[config.mk]
export PLATFORM = sky130hd
export DESIGN_NAME = pevi_cfg
export DESIGN_NICKNAME = d
export VERILOG_FILES = /design/src/rtl/pevi_pkg.sv /design/src/rtl/pevi_cfg.sv
export SDC_FILE = /design/constraint.sdc
export NUM_CORES = 1
export LEC_CHECK = 0
export BUFFER_PORTS_ARGS = -buffer_cell sky130_fd_sc_hd__buf_2
export CAP_MARGIN = 10
export CORE_ASPECT_RATIO = 1.75
export CORE_MARGIN = 2
export CORE_UTILIZATION = 38
export CTS_CLUSTER_SIZE = 30
export DETAILED_ROUTE_END_ITERATION = 10
export PLACE_DENSITY_LB_ADDON = 0.1
export SYNTH_ARGS = -nofsm -noshare
export SYNTH_HDL_FRONTEND = slang
export SYNTH_SLANG_ARGS = --single-unit
export TNS_END_PERCENT = 100
[constraint.sdc]
create_clock -name clk -period 0.85 [get_ports clk]
set_input_delay 0.17 -clock clk [delete_from_list [all_inputs] [get_ports clk]]
set_output_delay 0.17 -clock clk [all_outputs]
set_load 0.03 [all_outputs]
[src/rtl/pevi_pkg.sv]
// Shared types and constants for the primitive edge vertex index block.
// No dependencies; imported by every other file of the block.
`timescale 1ns / 1ps
`default_nettype none

package pevi_pkg;

  localparam int IDX_W   = 31;  // edge index and vertex count width
  localparam int OUT_W   = 32;  // result field width
  localparam int MODE_W  = 4;
  localparam int PADDR_W = 3;
  localparam int PDATA_W = 32;
  localparam int DIV_W   = 32;  // dividend width of the loop remainder

  // ceil(2^33 / 3): (i * RECIP3) >> 33 == i / 3 for any 32-bit i
  localparam logic [31:0] RECIP3       = 32'hAAAA_AAAB;
  localparam int          RECIP3_SHIFT = 33;

  typedef enum logic [MODE_W-1:0] {
    MODE_POINTS     = 4'd0,
    MODE_LINES      = 4'd1,
    MODE_LINE_STRIP = 4'd2,
    MODE_LINE_LOOP  = 4'd3,
    MODE_POLYGON    = 4'd4,
    MODE_TRIANGLES  = 4'd5,
    MODE_TRI_STRIP  = 4'd6,
    MODE_TRI_FAN    = 4'd7,
    MODE_QUADS      = 4'd8,
    MODE_QUAD_STRIP = 4'd9
  } draw_mode_t;

  typedef enum logic {
    REG_DRAW_MODE    = 1'b0,
    REG_VERTEX_COUNT = 1'b1
  } reg_idx_t;

  typedef struct packed {
    logic [MODE_W-1:0] draw_mode;
    logic [IDX_W-1:0]  vertex_count;
  } cfg_t;

  // endpoints from the fixed-pattern modes plus the loop dividend (i + 1)
  typedef struct packed {
    logic [OUT_W-1:0] a;
    logic [OUT_W-1:0] b;
    logic [DIV_W-1:0] d;
  } pl_t;

endpackage

`default_nettype wire

[src/rtl/pevi_cfg.sv]
// APB-style register file holding draw mode and vertex count.
// Depends on pevi_pkg.
`timescale 1ns / 1ps
`default_nettype none

module pevi_cfg import pevi_pkg::*; (
  input  wire logic               clk,
  input  wire logic               rst_n,
  input  wire logic               psel,
  input  wire logic               penable,
  input  wire logic               pwrite,
  input  wire logic [PADDR_W-1:0] paddr,
  input  wire logic [PDATA_W-1:0] pwdata,
  output logic      [PDATA_W-1:0] prdata,
  output logic                    pready,
  output cfg_t                    cfg
);

  cfg_t     cfg_r;
  cfg_t     cfg_nxt;
  reg_idx_t sel;
  logic     wr;

  // registers sit at 4-byte strides; only the word select bit is decoded
  assign sel    = reg_idx_t'(paddr[2]);
  assign wr     = psel && penable && pwrite;
  assign pready = 1'b1;

  always_comb begin
    cfg_nxt = cfg_r;
    if (wr) begin
      case (sel)
        REG_DRAW_MODE:    cfg_nxt.draw_mode    = pwdata[MODE_W-1:0];
        REG_VERTEX_COUNT: cfg_nxt.vertex_count = pwdata[IDX_W-1:0];
        default:          cfg_nxt = cfg_r;
      endcase
    end
  end

  always_comb begin
    case (sel)
      REG_DRAW_MODE:    prdata = PDATA_W'(cfg_r.draw_mode);
      REG_VERTEX_COUNT: prdata = PDATA_W'(cfg_r.vertex_count);
      default:          prdata = '0;
    endcase
  end

  always_ff @(posedge clk) begin
    if (!rst_n) begin
      cfg_r <= '0;
    end else begin
      cfg_r <= cfg_nxt;
    end
  end

  assign cfg = cfg_r;

endmodule

`default_nettype wire

# == Word level (Yosys, flattened, before mapping) ==
# Index checks and enable logic that the tools add are counted.
# word_totals
latch_bits,0
ramBits,0
reg_bits,35
wordCells,8
inputBits,40
output_inout_bits,68
rom_bits,0
mem_count,0
# op_classes
n_eq_ne,0
multipliers,0
n_reduce_logical,4
magnitude_cmp,0
div,0
n_mux,1
n_shift,0
bitwise,1
n_addsub,0
# ops
operator,count
$pmux 32 s2,1
$reduce_and 2->1,2
$logic_and 1x1->1,2
$not 1->1,1

# == Logic depth before layout (Yosys ltp) ==
# depth
word_depth,3
mapped_depth,4
mapped_depth_nobuf,2

# == Worst setup path before layout ==
# OpenSTA, ideal clock, no wires.
# synth_path
path_kind,register to output
from,register cfg_r (netlist bit cfg[10])
to,output port prdata[10]
n_path_buf,0
path_stages_with_launch,2
arrival_time_ps,845
t_required_ps,680
setup_slack_ps,-165
path_cell_list,dfxtp_1 > and2_1
# synth_between
elab_chain_len,1
# synth_rtl
item,line_no,source
from (decl),pevi_cfg.sv:19,cfg_t cfg_r;
from (signal assigned),pevi_cfg.sv:52,cfg_r <= cfg_nxt;
$pmux 32 s2,pevi_cfg.sv:41,case (sel)
to (decl),pevi_cfg.sv:14,"output logic [PDATA_W-1:0] prdata,"
# No other way between the ends. The select of a mux whose other input is x is not followed.

# == Worst setup path after layout ==
# layout_path
from,register cfg_r (netlist bit cfg[34])
to,output port prdata[3]
# The elaborated chain is that of the path after synthesis.

==> impl_results.md <==
- Outcome: complete, but fails checks
- Failing checks: negative setup slack
- DIE AREA: 4950 sq um
- Skew-Pair Late Insertion Delay: 270 ps
- Number of flip-flops under the largest register name: 35
- Synth Warn #: 0
- Critical path endpoint category: output port
- Final non-filler cell total: 373
- Util after Layout: between 70% and 80%
- Class of the most critical setup path: register to output port
- Total half-perimeter wirelength after legalization and detailed placement: 2960 um
- Number of buffer cells added on primary ports: slightly above 100
- FF/Latch Area: about 760 sq um
- Smallest setup slack after layout: -346 ps
- Number of standard cells after synthesis: approximately 190
- Required time worst endpoint: 680 ps
- Commonest cells after routing, fill and taps aside: buf_6 (80), nand2_1 (66), buf_2 (44), mux2i_1 (35), dfxtp_2 (30)
- Vias after detailed routing: 1690
- TritonRoute pass-1 iters: 4
- Total detailed-routing wirelength: 4740 um
- Clock tree from TritonCTS: built
- Via-per-instance ratio: approximately 4.5
- Die X-Extent: 54.0 um
- Netlist Area Pre-Place: 1660 sq um
- Critical path peak fanout: 2
- Final number of max-transition violations: 0
- Power Dens Cells: 1100 nW/um^2
- Net count of the mapped netlist: around 230
- Clock-pin slew on the worst setup and hold paths: 70 ps
- Violation count after the first detailed-route iteration: 21
- Per-cell routed wire length: between 10 and 15 um
- Flip-flop and latch count after synthesis: 35
- Total Power Consumption: ~0.0035 W
- Nature of the critical path startpoint: register
- Number of remaining DRC errors: 0
- Worst-case hold path end point: cfg[27]
- Cell chosen for the clock root: clkbuf_8
- Post-route minimum period: 1200 ps
- Initial antenna violation count: 0
- Placer congestion estimate: 0.699
- Number of max-capacitance violations reported: 0
- Core ar.: 4190 sq um
- Worst setup startpoint: cfg[34]
- Minimum setup slack among reg-to-reg paths: roughly 80 ps
- Placed Cells incl. Taps: between 300 and 400
- Sinks on Clock Net: 35
- Overall track demand over capacity in global routing: 18.7%
- Timing-limited maximum frequency: 0.836 GHz
- Combined area of the multi-input logic cells: roughly 910 sq um
- Worst voltage drop across the vdd grid: 1220 uV
- Fill count: 319
- WHS Path Cells: 3
- Number of buffers created by CTS: 5
- Worst-case clock buffer depth: 2
- Clock H-tree levels: 2
- Number of library cell types mapped by synthesis: 12
- Number of nets at the end of the flow: 363
- Most common cell after layout, fill and taps aside: buf_6
- Arrival time at the worst endpoint: around 1000 ps
- Maximum number of pins on one net before global-route repair: 36
- Start of the worst register-to-register path: cfg[0]
- Via count of the first global-routing pass: 1579
- Row count: 31
- Share of final-layout standard cells stronger than drive strength 1: 67.3%
- Global route total overflow: 0
- Count of antenna-violating nets left after detailed routing: 0
- Setup-violating endpoint count in the final report: 84
- Leakage Power: roughly 1.5 nW
- Depth of the most critical reg-to-reg path: 4
- Hold violation total from the final report: 0
- I/O Pins: 108
- Average instance area after synthesis: 8.90 sq um
- Period utilization: 141%
- Area growth from synthesis to layout: 88.7%
- Die H: 91.5 um
- Sequential cell area fraction in the yosys report: a little over two fifths
- Launch instance of the worst min-delay path: pwdata[27]
- Count of inserted antenna diode cells: 0
- Endpoint of the lowest-slack register-to-register path: cfg[0]
- Initial cell density of the core: 39.7%
- Worst clock skew: 0 ps
- Worst Hold Class: input port to register
- RSZ-0062 raised after global routing: true
- First-pass GRT wire length: 6970 um
-- final cells by class --
cell class / count / share of cell area, %
multi-input cells: 136 / 29.0
well taps: 49 / 1.95
repair buffers: 145 / 42.3
clock inverters: 1 / 0.159
flip-flops and latches: 35 / 24.1
clock buffers: 7 / 2.43
-- Yosys cell counts --
library cell / count / area share, %
buf_4: 4 / 1.8
mux2_2: 4 / 2.7
dfxtp_1: 35 / 42
clkbuf_1: 7 / 1.6
and2_1: 27 / 10
buf_2: 2 / 0.60
nand4b_1: 1 / 0.53
buf_12: 3 / 3.6
and4_1: 1 / 0.53
conb_1: 2 / 0.45
nand2_1: 66 / 15
mux2i_1: 35 / 21
-- per-stage QoR --
step                      area (sq um)  TNS, ps  hold WS (ps)  setup slack (ps)
after floorplan                   1770     -285           305             -8.79
after global routing              3140   -15820           116              -380
final                             3140   -12470           126              -346
after global placement            2400   -16350           410              -312
after detailed placement          2400   -18480           416              -373
after CTS                         2900   -11860           115              -352
-- worst max-delay path, stage by stage (launching register included) --
cell and delay [ps]:
dfxtp_4 350, mux2_4 270, buf_6 140
-- power by group --
| group | leakage (nW) | switching, W | internal (W) | total, W |
|---|---|---|---|---|
| clock | 0.0422 | 0.000535 | 0.000574 | 0.00111 |
| combinational | 1.16 | 0.000329 | 0.000326 | 0.000655 |
| sequential | 0.302 | 0.0000313 | 0.00167 | 0.00170 |
| total | 1.51 | 0.000895 | 0.00257 | 0.00347 |
-- worst max path at each step --
stage	endpoint	cells past startpoint	slack (ps)
final	prdata[3]	2	-350
after global routing	prdata[2]	2	-380
after CTS	prdata[0]	2	-350
after detailed placement	cfg[6]	4	-370
after global placement	cfg[26]	4	-310
after floorplan	cfg[0]	4	-9
-- metal layers --
metal	vias up	track usage [%]	part of all wire, %
met2	69	32.6	53
li1	863	-	-
met5	-	0	0
met4	0	5.63	0.87
met1	752	21.1	39
met3	6	4.93	6.7
-- cell families (layout without fill, tap and decap cells) --
family | count (synthesis) | in the layout | share of synthesized area, %
flops | 35 | 35 | 42.1
buf+inv | 16 | 153 | 7.59
other cells | 2 | 2 | 0.451
simple gates | 95 | 95 | 26.1
mux | 39 | 39 | 23.8
-- timing repair --
item	CTS	global route
resized for setup	141	21
hold endpoints to repair	0	0
hold buffers	0	0
buffers inserted	2	26
setup endpoints to repair	97	97
Power figures use the tool's default switching activity.
