==> src/rtl/pevi_pkg.sv <==
// Shared types and constants for the primitive edge vertex index block.
// No dependencies; imported by every other file of the block.
`timescale 1ns / 1ps
`default_nettype none

package pevi_pkg;

  localparam int IDX_W   = 31;  // edge index and vertex count width
  localparam int OUT_W   = 32;  // result field width
  localparam int MODE_W  = 4;
  localparam int PADDR_W = 3;
  localparam int PDATA_W = 32;
  localparam int DIV_W   = 32;  // dividend width of the loop remainder

  // ceil(2^33 / 3): (i * RECIP3) >> 33 == i / 3 for any 32-bit i
  localparam logic [31:0] RECIP3       = 32'hAAAA_AAAB;
  localparam int          RECIP3_SHIFT = 33;

  typedef enum logic [MODE_W-1:0] {
    MODE_POINTS     = 4'd0,
    MODE_LINES      = 4'd1,
    MODE_LINE_STRIP = 4'd2,
    MODE_LINE_LOOP  = 4'd3,
    MODE_POLYGON    = 4'd4,
    MODE_TRIANGLES  = 4'd5,
    MODE_TRI_STRIP  = 4'd6,
    MODE_TRI_FAN    = 4'd7,
    MODE_QUADS      = 4'd8,
    MODE_QUAD_STRIP = 4'd9
  } draw_mode_t;

  typedef enum logic {
    REG_DRAW_MODE    = 1'b0,
    REG_VERTEX_COUNT = 1'b1
  } reg_idx_t;

  typedef struct packed {
    logic [MODE_W-1:0] draw_mode;
    logic [IDX_W-1:0]  vertex_count;
  } cfg_t;

  // endpoints from the fixed-pattern modes plus the loop dividend (i + 1)
  typedef struct packed {
    logic [OUT_W-1:0] a;
    logic [OUT_W-1:0] b;
    logic [DIV_W-1:0] d;
  } pl_t;

endpackage

`default_nettype wire

==> src/rtl/pevi_geom.sv <==
// Two-stage front end: divide-by-three by reciprocal, then the fixed-pattern
// endpoint formulas for every mode. Depends on pevi_pkg.
`timescale 1ns / 1ps
`default_nettype none

module pevi_geom import pevi_pkg::*; (
  input  wire logic             clk,
  input  wire logic             rst_n,
  input  wire cfg_t             cfg,
  input  wire logic             in_valid,
  output logic                  in_ready,
  input  wire logic [IDX_W-1:0] in_idx,
  output logic                  out_valid,
  input  wire logic             out_ready,
  output pl_t                   out_pl
);

  // stage A: index and quotient by three
  logic             va_r;
  logic [IDX_W-1:0] ia_r;
  logic [IDX_W-1:0] q3_r;
  logic             rdy_a;
  logic [63:0]      prod;

  // stage B: endpoints
  logic             vb_r;
  pl_t              plb_r;
  pl_t              plb_nxt;
  logic             rdy_b;

  logic [OUT_W-1:0] i32;
  logic [OUT_W-1:0] t3;
  logic [1:0]       m3;
  logic [IDX_W-1:0] f3;
  logic [IDX_W-1:0] f2;
  logic [OUT_W-1:0] f2w;
  logic [OUT_W-1:0] f3x2;
  logic             o;
  logic             p;

  assign rdy_b    = !vb_r || out_ready;
  assign rdy_a    = !va_r || rdy_b;
  assign in_ready = rdy_a;
  assign prod     = 64'(in_idx) * 64'(RECIP3);

  always_ff @(posedge clk) begin
    if (!rst_n) begin
      va_r <= 1'b0;
    end else if (rdy_a) begin
      va_r <= in_valid;
    end
  end

  always_ff @(posedge clk) begin
    if (rdy_a) begin
      ia_r <= in_idx;
      q3_r <= prod[RECIP3_SHIFT +: IDX_W];
    end
  end

  always_comb begin
    i32  = OUT_W'(ia_r);
    t3   = {q3_r, 1'b0} + OUT_W'(q3_r);
    m3   = 2'(i32 - t3);
    f3   = (m3 == 2'd0) ? q3_r - 1'b1 : q3_r;   // (i - 1) / 3, i > 0
    f3x2 = {f3, 1'b0};
    f2   = (ia_r - 1'b1) >> 1;                   // (i - 1) / 2, i > 0
    f2w  = OUT_W'(f2);
    o    = ia_r[0];
    p    = f2[0];

    plb_nxt.d = i32 + 1'b1;
    plb_nxt.a = i32;
    plb_nxt.b = i32;
    case (cfg.draw_mode)
      MODE_POINTS: begin
        plb_nxt.a = i32;
        plb_nxt.b = i32;
      end
      MODE_LINES: begin
        plb_nxt.a = {ia_r, 1'b0};
        plb_nxt.b = {ia_r, 1'b1};
      end
      MODE_LINE_STRIP: begin
        plb_nxt.b = i32 + 1'b1;
      end
      MODE_LINE_LOOP, MODE_POLYGON: begin
        plb_nxt.b = '0;   // replaced by the remainder at the output stage
      end
      MODE_TRIANGLES: begin
        plb_nxt.b = t3 + ((m3 == 2'd2) ? OUT_W'(0) : OUT_W'(m3 + 2'd1));
      end
      MODE_QUADS: begin
        plb_nxt.b = {1'b0, ia_r[IDX_W-1:2], 2'(ia_r[1:0] + 2'd1)};
      end
      MODE_TRI_STRIP, MODE_TRI_FAN, MODE_QUAD_STRIP: begin
        if (ia_r == '0) begin
          plb_nxt.a = OUT_W'(0);
          plb_nxt.b = OUT_W'(1);
        end else if (cfg.draw_mode == MODE_TRI_STRIP) begin
          plb_nxt.a = f2w + (o ? OUT_W'(!p) : OUT_W'(2));
          plb_nxt.b = f2w + (o ? OUT_W'(2) : OUT_W'(p));
        end else if (cfg.draw_mode == MODE_TRI_FAN) begin
          plb_nxt.a = f2w + (o ? OUT_W'(1) : OUT_W'(2));
          plb_nxt.b = o ? f2w + OUT_W'(2) : OUT_W'(0);
        end else begin
          // (i + 2) mod 3 folded in: m 0 -> 2, 1 -> 0, 2 -> 1
          plb_nxt.a = f3x2 + OUT_W'(m3) +
                      ((m3 == 2'd0) ? OUT_W'(2) : OUT_W'(m3 - 2'd1));
          plb_nxt.b = f3x2 + ((m3 == 2'd0) ? OUT_W'(0) : OUT_W'(3'd4 - 3'(m3)));
        end
      end
      default: begin
        plb_nxt.a = '0;
        plb_nxt.b = '0;
      end
    endcase
  end

  always_ff @(posedge clk) begin
    if (!rst_n) begin
      vb_r <= 1'b0;
    end else if (rdy_b) begin
      vb_r <= va_r;
    end
  end

  always_ff @(posedge clk) begin
    if (rdy_b) begin
      plb_r <= plb_nxt;
    end
  end

  assign out_valid = vb_r;
  assign out_pl    = plb_r;

endmodule

`default_nettype wire

==> config.mk <==
export PLATFORM = sky130hd
export DESIGN_NAME = pevi_geom
export DESIGN_NICKNAME = d
export VERILOG_FILES = /design/src/rtl/pevi_pkg.sv /design/src/rtl/pevi_geom.sv
export SDC_FILE = /design/constraint.sdc
export NUM_CORES = 1
export LEC_CHECK = 0
export BUFFER_PORTS_ARGS = -buffer_cell sky130_fd_sc_hd__buf_2
export CAP_MARGIN = 20
export CORE_MARGIN = 1.5
export CORE_UTILIZATION = 50
export CTS_CLUSTER_SIZE = 10
export DETAILED_ROUTE_END_ITERATION = 6
export HOLD_SLACK_MARGIN = 0.1
export PLACE_DENSITY = 0.66
export SETUP_SLACK_MARGIN = 0.1
export SYNTH_ARGS = -nofsm -noshare
export SYNTH_HDL_FRONTEND = slang
export SYNTH_SLANG_ARGS = --single-unit
==> constraint.sdc <==
create_clock -name clk -period 15.5 [get_ports clk]
set_clock_uncertainty 0.2 [all_clocks]
set_input_delay 3.1 -clock clk [delete_from_list [all_inputs] [get_ports clk]]
set_output_delay 3.1 -clock clk [all_outputs]
set_load 0.02 [all_outputs]
**Word level (Yosys, flattened, before mapping)**

Index checks and enable logic that the tools add are counted.

- Register bits after elaboration: 159
- Input bits: 70
- Output and inout bits: 98
- Logic and storage cells: 58

- Add/subtract/negate cells: 17
- $mul: 1
- Equality and inequality tests: 10
- Muxes and demuxes: 13
- Reductions and logical operators: 10

Operators by type and width:

| operator | number |
|---|---|
| 64-bit 2-to-1 mux | 3 |
| 32-bit one-hot mux with 6 select lines | 1 |
| 32-bit one-hot mux with 3 select lines | 1 |
| 30-bit by 2-bit adder with 31-bit output | 3 |
| 32-bit adder | 2 |
| 32-bit 2-to-1 mux | 2 |
| 31-bit by 32-bit multiplier with 63-bit output (second input constant) | 1 |
| 31-bit 2-to-1 mux | 2 |
| 31-bit by 1-bit adder with 32-bit output (second input constant) | 1 |
| 31-bit by 30-bit adder with 32-bit output | 1 |
| 32-bit by 2-bit adder with 32-bit output | 1 |
| 32-bit by 3-bit adder with 32-bit output | 1 |
| 30-bit by 2-bit adder with 31-bit output (second input constant) | 1 |
| 31-bit logical NOT | 1 |
| 30-bit by 1-bit subtractor with 31-bit output (second input constant) | 1 |
| 31-bit by 1-bit subtractor with 31-bit output (second input constant) | 1 |
| 4-bit by 3-bit == test with 1-bit output (second input constant) | 4 |
| 4-bit by 2-bit == test with 1-bit output (second input constant) | 2 |
| 4-bit == test (second input constant) | 2 |
| 2-bit 2-to-1 mux | 3 |
| 6-bit OR reduction | 1 |
| 4-bit by 1-bit == test with 1-bit output (second input constant) | 1 |
| 4-bit logical NOT | 1 |
| 3-bit by 2-bit subtractor with 4-bit output (first input constant) | 1 |
| other kinds (10) | 13 |

**Longest topological paths before layout**

Gate-level depths: netlist of the first run.

- Word-level depth: 10
- Mapped depth: 29
- Depth with buffers taken out: 28

**Least setup slack after synthesis of the first run**

Ideal clock, no wire load.

- Path kind: input -> register
- Start: input port in_idx[28]
- End: register q3_r[24], data pin
- Setup time: 0.265 ns
- Arrival: 9.661 ns
- Data required time: 15.035 ns
- Path slack: 5.374 ns
- Stages: 22
- Path buffers: 1
- Path through: ha_1 -> ha_1 -> xor2_1 -> fa_1 -> fa_1 -> ha_1 -> xor2_1 -> fa_1 -> fa_1 -> fa_1 -> ha_1 -> a41o_1 -> a21oi_1 -> o21ai_0 -> a31o_2 -> o31ai_1 -> nor3_1 -> or2_2 -> clkbuf_1 -> a21oi_1 -> o21ai_0 -> xor2_1

- Word-level cells in the longest chain between the ends: 1

Ends and longest elaborated chain:

| what | line | text |
|---|---|---|
| start: declaration | pevi_geom.sv:12 | `input wire logic [IDX_W-1:0] in_idx,` |
| 31-bit by 32-bit multiplier with 63-bit output | pevi_geom.sv:44 | `assign prod = 64'(in_idx) * 64'(RECIP3);` |
| via prod[57] | pevi_geom.sv:23 | `logic [63:0] prod;` |
| end signal: assignment | pevi_geom.sv:57 | `q3_r <= prod[RECIP3_SHIFT +: IDX_W];` |
| end: declaration | pevi_geom.sv:21 | `logic [IDX_W-1:0] q3_r;` |

The timed path passes the listed nets, and every way through them passes these cells.
A chain may end at the register's enable or synchronous reset.

**Worst setup path after layout of the first run**

- Start: input port in_idx[12]
- End: register q3_r[26], data pin

The elaborated chain is that of the path after synthesis.

==> impl_metrics.csv, run 1 <==
group,metric,value,unit
job,max_cap_viol_count,0,
cts,ctsHoldBuffers,0,
global_route,grt_pass1_wl,139800,um
cts,clk_latency,0.51,ns
route,wl_per_cell,23.63,um
global_route,antenna_found_initial,2,
place,gp_congestion,1.041,
synth,synthesis.instances,3070,
route,drtAntennaViolNets,0,
sta,max_freq,89.65,MHz
global_route,grt_pass1_vias,23840,
die,dieWidth,238.9,um
die,core_area,55090,sq um
die,top_level_ports,168,
synth,synth_async_sr_flop_share,0,%
worst_setup_path,crit_start,"in_idx[12]",
global_route,grt_max_degree,70,
worst_setup_path,critPathCaptureType,"flop",
cts,cts-root-buf,"clkbuf_16",
sta,worstMarginPinSlew,1.073,ns
place,dp_hpwl,75540,um
sta,post-route-period-util,71.97,%
worst_setup_path,start_kind,"input pin",
synth,yosysWarnings,0,
synth,ys_ff_latch,159,
cts,cts_tree,"done",
sta,setup_violations,0,
sta,fin_crit,11.15,ns
route,drc_errors,7,
sta,finalMaxSlewViolations,0,
die,rows,86,
synth,synth_ff_type,"edfxtp_1",
global_route,grt.total_usage,32.94,%
sta,hold_violations,0,
cts,cts_setup_buffers,0,
synth,synth_area,27820,sq um
final_layout,mostFrequentLayoutCell,"ha_1",
worst_setup_path,worstPathMaxFanout,5,
cts,clk_pin_slew,0.07,ns
worst_setup_path,ff2ff_setup_slack,6.99,ns
route,drt_iter0_markers,1993,
synth,ys_types,90,
final_layout,fillers,5113,
cts,clock-sinks,159,
die,die-area,57060,sq um
die,start_util,50.49,%
cts,cts_resized,0,
synth,synth.avg_cell_area,9.061,sq um
route,routed_wl,92900,um
sta,finalSetupTns,0,ns
route,vias,24060,
status,violations,"design-rule violations",
worst_setup_path,worstSetupPathType,"input pin to flop",
route,via_per_inst,6.120,
final_layout,syn2layout_area_growth,7.669,%
synth,synth_edf_count,157,
final_layout,layout_common_cells,"ha_1 (433), inv_1 (366), fa_1 (229)",
final_layout,nets,3901,
place,port_buffers,136,
worst_setup_path,r2r_end,"out_pl[94]",
cts,cts_max_path_buffers,2,
worst_setup_path,r2r-start,"ia_r[0]",
cts,cts_max_level,4,
cts,cts_buffers,17,
sta,rsz0062_at_grt,"no",
synth,yosysSeqAreaShare,17.09,%
route,dr.pass1.iters,7,
worst_setup_path,reg2reg_depth,20,
global_route,overflow,0,
worst_setup_path,crit_required,15.55,ns
die,die_y,238.9,um
status,outcome,"finished, violations left",
worst_setup_path,arrival,11.21,ns
final_layout,drive_gt1_share,7.762,%
worst_hold_path,hold_class,"flop to flop",
worst_setup_path,crit_end,"q3_r[26]",
sta,slew_headroom,27.98,%
-- through the flow --
step / setup WS, ns / util (%) / cell area [sq um] / std cells / hold WS, ns
final: 4.345 / 54.36 / 29950 / 3931 / 0.3254
after global routing: 3.934 / 54.36 / 29950 / 3930 / 0.3442
after CTS: 4.359 / 54.36 / 29950 / 3930 / 0.3284
after detailed placement: 3.861 / 53.32 / 29370 / 3898 / 0.3148
after global placement: 4.061 / 53.32 / 29370 / 3898 / 0.2899
after floorplan: 5.374 / - / 27920 / 3098 / 0.2627
-- cell type report --
class | instances | area (sq um) | share of cell area (%)
timing repair buffer | 169 | 928.4 | 3.100
sequential | 159 | 4755 | 15.87
multi-input combinational | 2454 | 21370 | 71.36
tap | 748 | 935.9 | 3.125
clock inverter | 15 | 147.6 | 0.4930
antenna | 1 | 2.502 | 0.008355
inverter | 368 | 1384 | 4.620
clock buffer | 17 | 425.4 | 1.420
-- how the worst min path moves through the flow --
stage,from,end,slack (ns),cells past startpoint
final,va_r,out_valid,0.33,1
after global routing,va_r,out_valid,0.34,1
after CTS,va_r,out_valid,0.33,1
after detailed placement,va_r,out_valid,0.31,1
after global placement,va_r,out_valid,0.29,1
after floorplan,va_r,out_valid,0.26,1
-- per-layer routing --
| metal | track usage [%] | part of all wire, % | vias to the layer above |
|---|---|---|---|
| met5 | 0 | 0.012 | - |
| met4 | 18.81 | 5.8 | 2 |
| met3 | 4.446 | 6.4 | 214 |
| met2 | 55.64 | 48 | 957 |
| met1 | 40.39 | 40 | 11750 |
| li1 | - | - | 11130 |
-- kinds of logic after synthesis --
kind of cell	count (synthesis)	synth area share [%]
and+or+nand+nor	800	14.96
adders and majority gates	662	35.96
AOI/OAI and AO/OA	655	15.57
buffers and inverters	485	6.626
xor gates and xnor gates	293	9.225
DFF	159	17.09
muxes	15	0.5533
other	1	0.01348
-- registers in the layout, summed over array words and instances, names as in the netlist --
name / flops
out_pl: 96
ia_r: 31
q3_r: 30
out_valid: 1
va_r: 1
-- synth_stat cells (25+ instances only) --
| library cell | instances | share of area [%] |
|---|---|---|
| a222oi_1 | 30 | 1.1 |
| ha_1 | 433 | 19 |
| a21oi_1 | 159 | 2.9 |
| edfxtp_1 | 157 | 17 |
| and3_1 | 36 | 0.81 |
| nor4_1 | 25 | 0.56 |
| and2_1 | 25 | 0.56 |
| nor2_1 | 173 | 2.3 |
| inv_1 | 367 | 5.0 |
| xnor2_1 | 192 | 6.0 |
| nand3_1 | 97 | 1.7 |
| nand2_1 | 177 | 2.4 |
| nand4_1 | 58 | 1.3 |
| xor2_1 | 101 | 3.2 |
| or3_1 | 30 | 0.67 |
| fa_1 | 229 | 16 |
| nor3_1 | 74 | 1.3 |
| o21ai_0 | 143 | 2.6 |
| o211ai_1 | 27 | 0.73 |
| a31oi_1 | 27 | 0.61 |
| clkbuf_1 | 100 | 1.3 |
| a21o_1 | 55 | 1.5 |
-- worst max-delay path: stages --
cell      delay [ns]
buf_2           0.20
ha_1            0.30
inv_1           0.09
fa_1            0.51
xnor2_1         0.18
ha_1            0.37
inv_1           0.11
fa_1            0.79
inv_1           0.28
fa_1            0.56
fa_1            0.45
fa_1            0.47
fa_1            0.48
ha_1            0.37
nand3_1         0.12
nor3_1          0.43
nand3_1         0.26
a311oi_1        0.45
nor3_1          0.25
o21ai_0         0.57
a21oi_1         0.26
o21ai_0         0.33
a21oi_1         0.13
xnor2_1         0.13
Power of run 1 is left out: the tool's default activity adds up to more than one toggle a clock period on the data nets, which glitch-free logic cannot reach.
==> inputs of run 2 (changes only) <==
--- a/config.mk
+++ b/config.mk
@@ -12,7 +12,7 @@
 export CTS_CLUSTER_SIZE = 10
 export DETAILED_ROUTE_END_ITERATION = 6
 export HOLD_SLACK_MARGIN = 0.1
-export PLACE_DENSITY = 0.66
+export PLACE_DENSITY = 0.68
 export SETUP_SLACK_MARGIN = 0.1
 export SYNTH_ARGS = -nofsm -noshare
 export SYNTH_HDL_FRONTEND = slang
==> constraint.sdc (replaced) <==
create_clock -name clk -period 9.48 [get_ports clk]
set_clock_uncertainty 0.2 [all_clocks]
set_input_delay 1.896 -clock clk [delete_from_list [all_inputs] [get_ports clk]]
set_output_delay 1.896 -clock clk [all_outputs]
set_load 0.02 [all_outputs]
==> impl_metrics.csv, run 2 (synthesis results as in run 1) <==
group,metric,value,unit
status,outcome,"finished clean",
route,routed_wl,91700,um
sta,finalMaxSlewViolations,0,
final_layout,nets,3979,
cts,clk_pin_slew,0.06,ns
place,port_buffers,136,
worst_setup_path,critPathCaptureType,"flop",
cts,cts_max_level,4,
die,start_util,50.49,%
die,rows,86,
sta,hold_violations,0,
worst_setup_path,crit_required,9.62,ns
sta,slew_headroom,27.68,%
cts,cts_resized,0,
die,dieWidth,238.9,um
global_route,grt_pass1_vias,24420,
job,max_cap_viol_count,0,
sta,post-route-period-util,94.61,%
cts,cts_tree,"done",
final_layout,largest_reg_flops,96,
route,wl_per_cell,22.88,um
sta,fin_crit,8.969,ns
sta,max_freq,111.5,MHz
route,drtAntennaViolNets,0,
worst_hold_path,hold_class,"flop to flop",
route,via_per_inst,6.075,
global_route,grt_max_degree,77,
final_layout,mostFrequentLayoutCell,"ha_1",
global_route,overflow,0,
die,core_area,55090,sq um
worst_setup_path,start_kind,"input pin",
place,dp_hpwl,75140,um
cts,ctsHoldBuffers,0,
route,dr.pass1.iters,7,
cts,clock-sinks,159,
cts,cts_max_path_buffers,2,
cts,cts-root-buf,"clkbuf_16",
sta,setup_violations,0,
cts,cts_setup_buffers,0,
global_route,antenna_found_initial,2,
global_route,grt_pass1_wl,139400,um
cts,cts_buffers,17,
route,drc_errors,0,
global_route,grt.total_usage,32.53,%
route,drt_iter0_markers,1987,
sta,rsz0062_at_grt,"no",
final_layout,syn2layout_area_growth,9.927,%
sta,worstMarginPinSlew,1.077,ns
place,gp_congestion,1.043,
die,die_y,238.9,um
sta,finalSetupTns,0,ns
die,die-area,57060,sq um
worst_setup_path,worstSetupPathType,"input pin to flop",
route,vias,24350,
final_layout,fillers,5050,
cts,clk_latency,0.48,ns
die,top_level_ports,168,
final_layout,layout_common_cells,"ha_1 (433), inv_1 (366), fa_1 (229)",
worst_setup_path,worstPathMaxFanout,5,
final_layout,drive_gt1_share,9.850,%
worst_setup_path,arrival,9.11,ns
-- run 2: changes by cell type in the layout (fill, tap and decap cells not counted) --
cell	before	now
clkbuf_1	0	2
bufinv_16	1	3
buf_12	0	2
nor2_2	2	1
inv_6	5	2
clkinvlp_4	3	2
clkinv_4	1	2
inv_8	3	1
nor2_1	170	171
buf_4	33	109
-- run 2: worst paths after layout --
check	cells past startpoint	slack, ns	startpoint	to
worst min-delay path	1	0.33	va_r	out_valid
worst max register to register	22	2.64	q3_r[0]	out_pl[94]
worst min register to register	1	0.33	va_r	out_valid
worst max-delay path	26	0.51	in_idx[7]	q3_r[27]
-- run 2: critical path, stage by stage --
cell      delay, ns
buf_2          0.12
ha_1           0.31
inv_1          0.12
fa_1           0.43
inv_1          0.16
fa_1           0.48
buf_4          0.20
fa_1           0.54
fa_1           0.45
fa_1           0.56
fa_1           0.59
fa_1           0.44
ha_1           0.34
nand3_1        0.13
nor3_1         0.35
nand2b_1       0.10
a311oi_1       0.26
buf_4          0.17
nor3_1         0.04
buf_4          0.15
buf_4          0.13
o21a_1         0.24
o21ai_0        0.28
nand3_1        0.20
o211ai_1       0.20
and4b_1        0.21
-- run 2: stage by stage --
stage | util, % | cells | cell area, sq um | hold slack [ns] | setup WS, ns
2_1_floorplan | - | 3098 | 27920 | 0.2627 | 0.5580
3_3_place_gp | 54.42 | 3976 | 29980 | 0.2891 | 0.1056
3_5_place_dp | 54.42 | 3976 | 29980 | 0.3223 | 0.08120
4_1_cts | 55.50 | 4007 | 30580 | 0.3370 | 0.5440
5_1_grt | 55.50 | 4007 | 30580 | 0.3535 | 0.1186
6_report | 55.50 | 4008 | 30580 | 0.3301 | 0.5106
-- run 2: final cells by class --
cell class	count	area (sq um)	share of cell area (%)
multi-input cells	2454	21370	69.88
flip-flops and latches	159	4755	15.55
repair buffers	247	1539	5.033
inverters	368	1384	4.526
well taps	748	935.9	3.061
clock buffers	19	432.9	1.416
clock inverters	12	160.2	0.5238
diodes	1	2.502	0.008184
-- run 2: metal layers --
layer	vias to the layer above	global-route usage, %	wire length [um]
met1	11830	38.90	36150
met4	2	18.78	5325
met3	247	4.573	5708
met5	-	0	13
met2	994	55.90	44510
li1	11270	-	-
Power of run 2 is left out for the same reason.
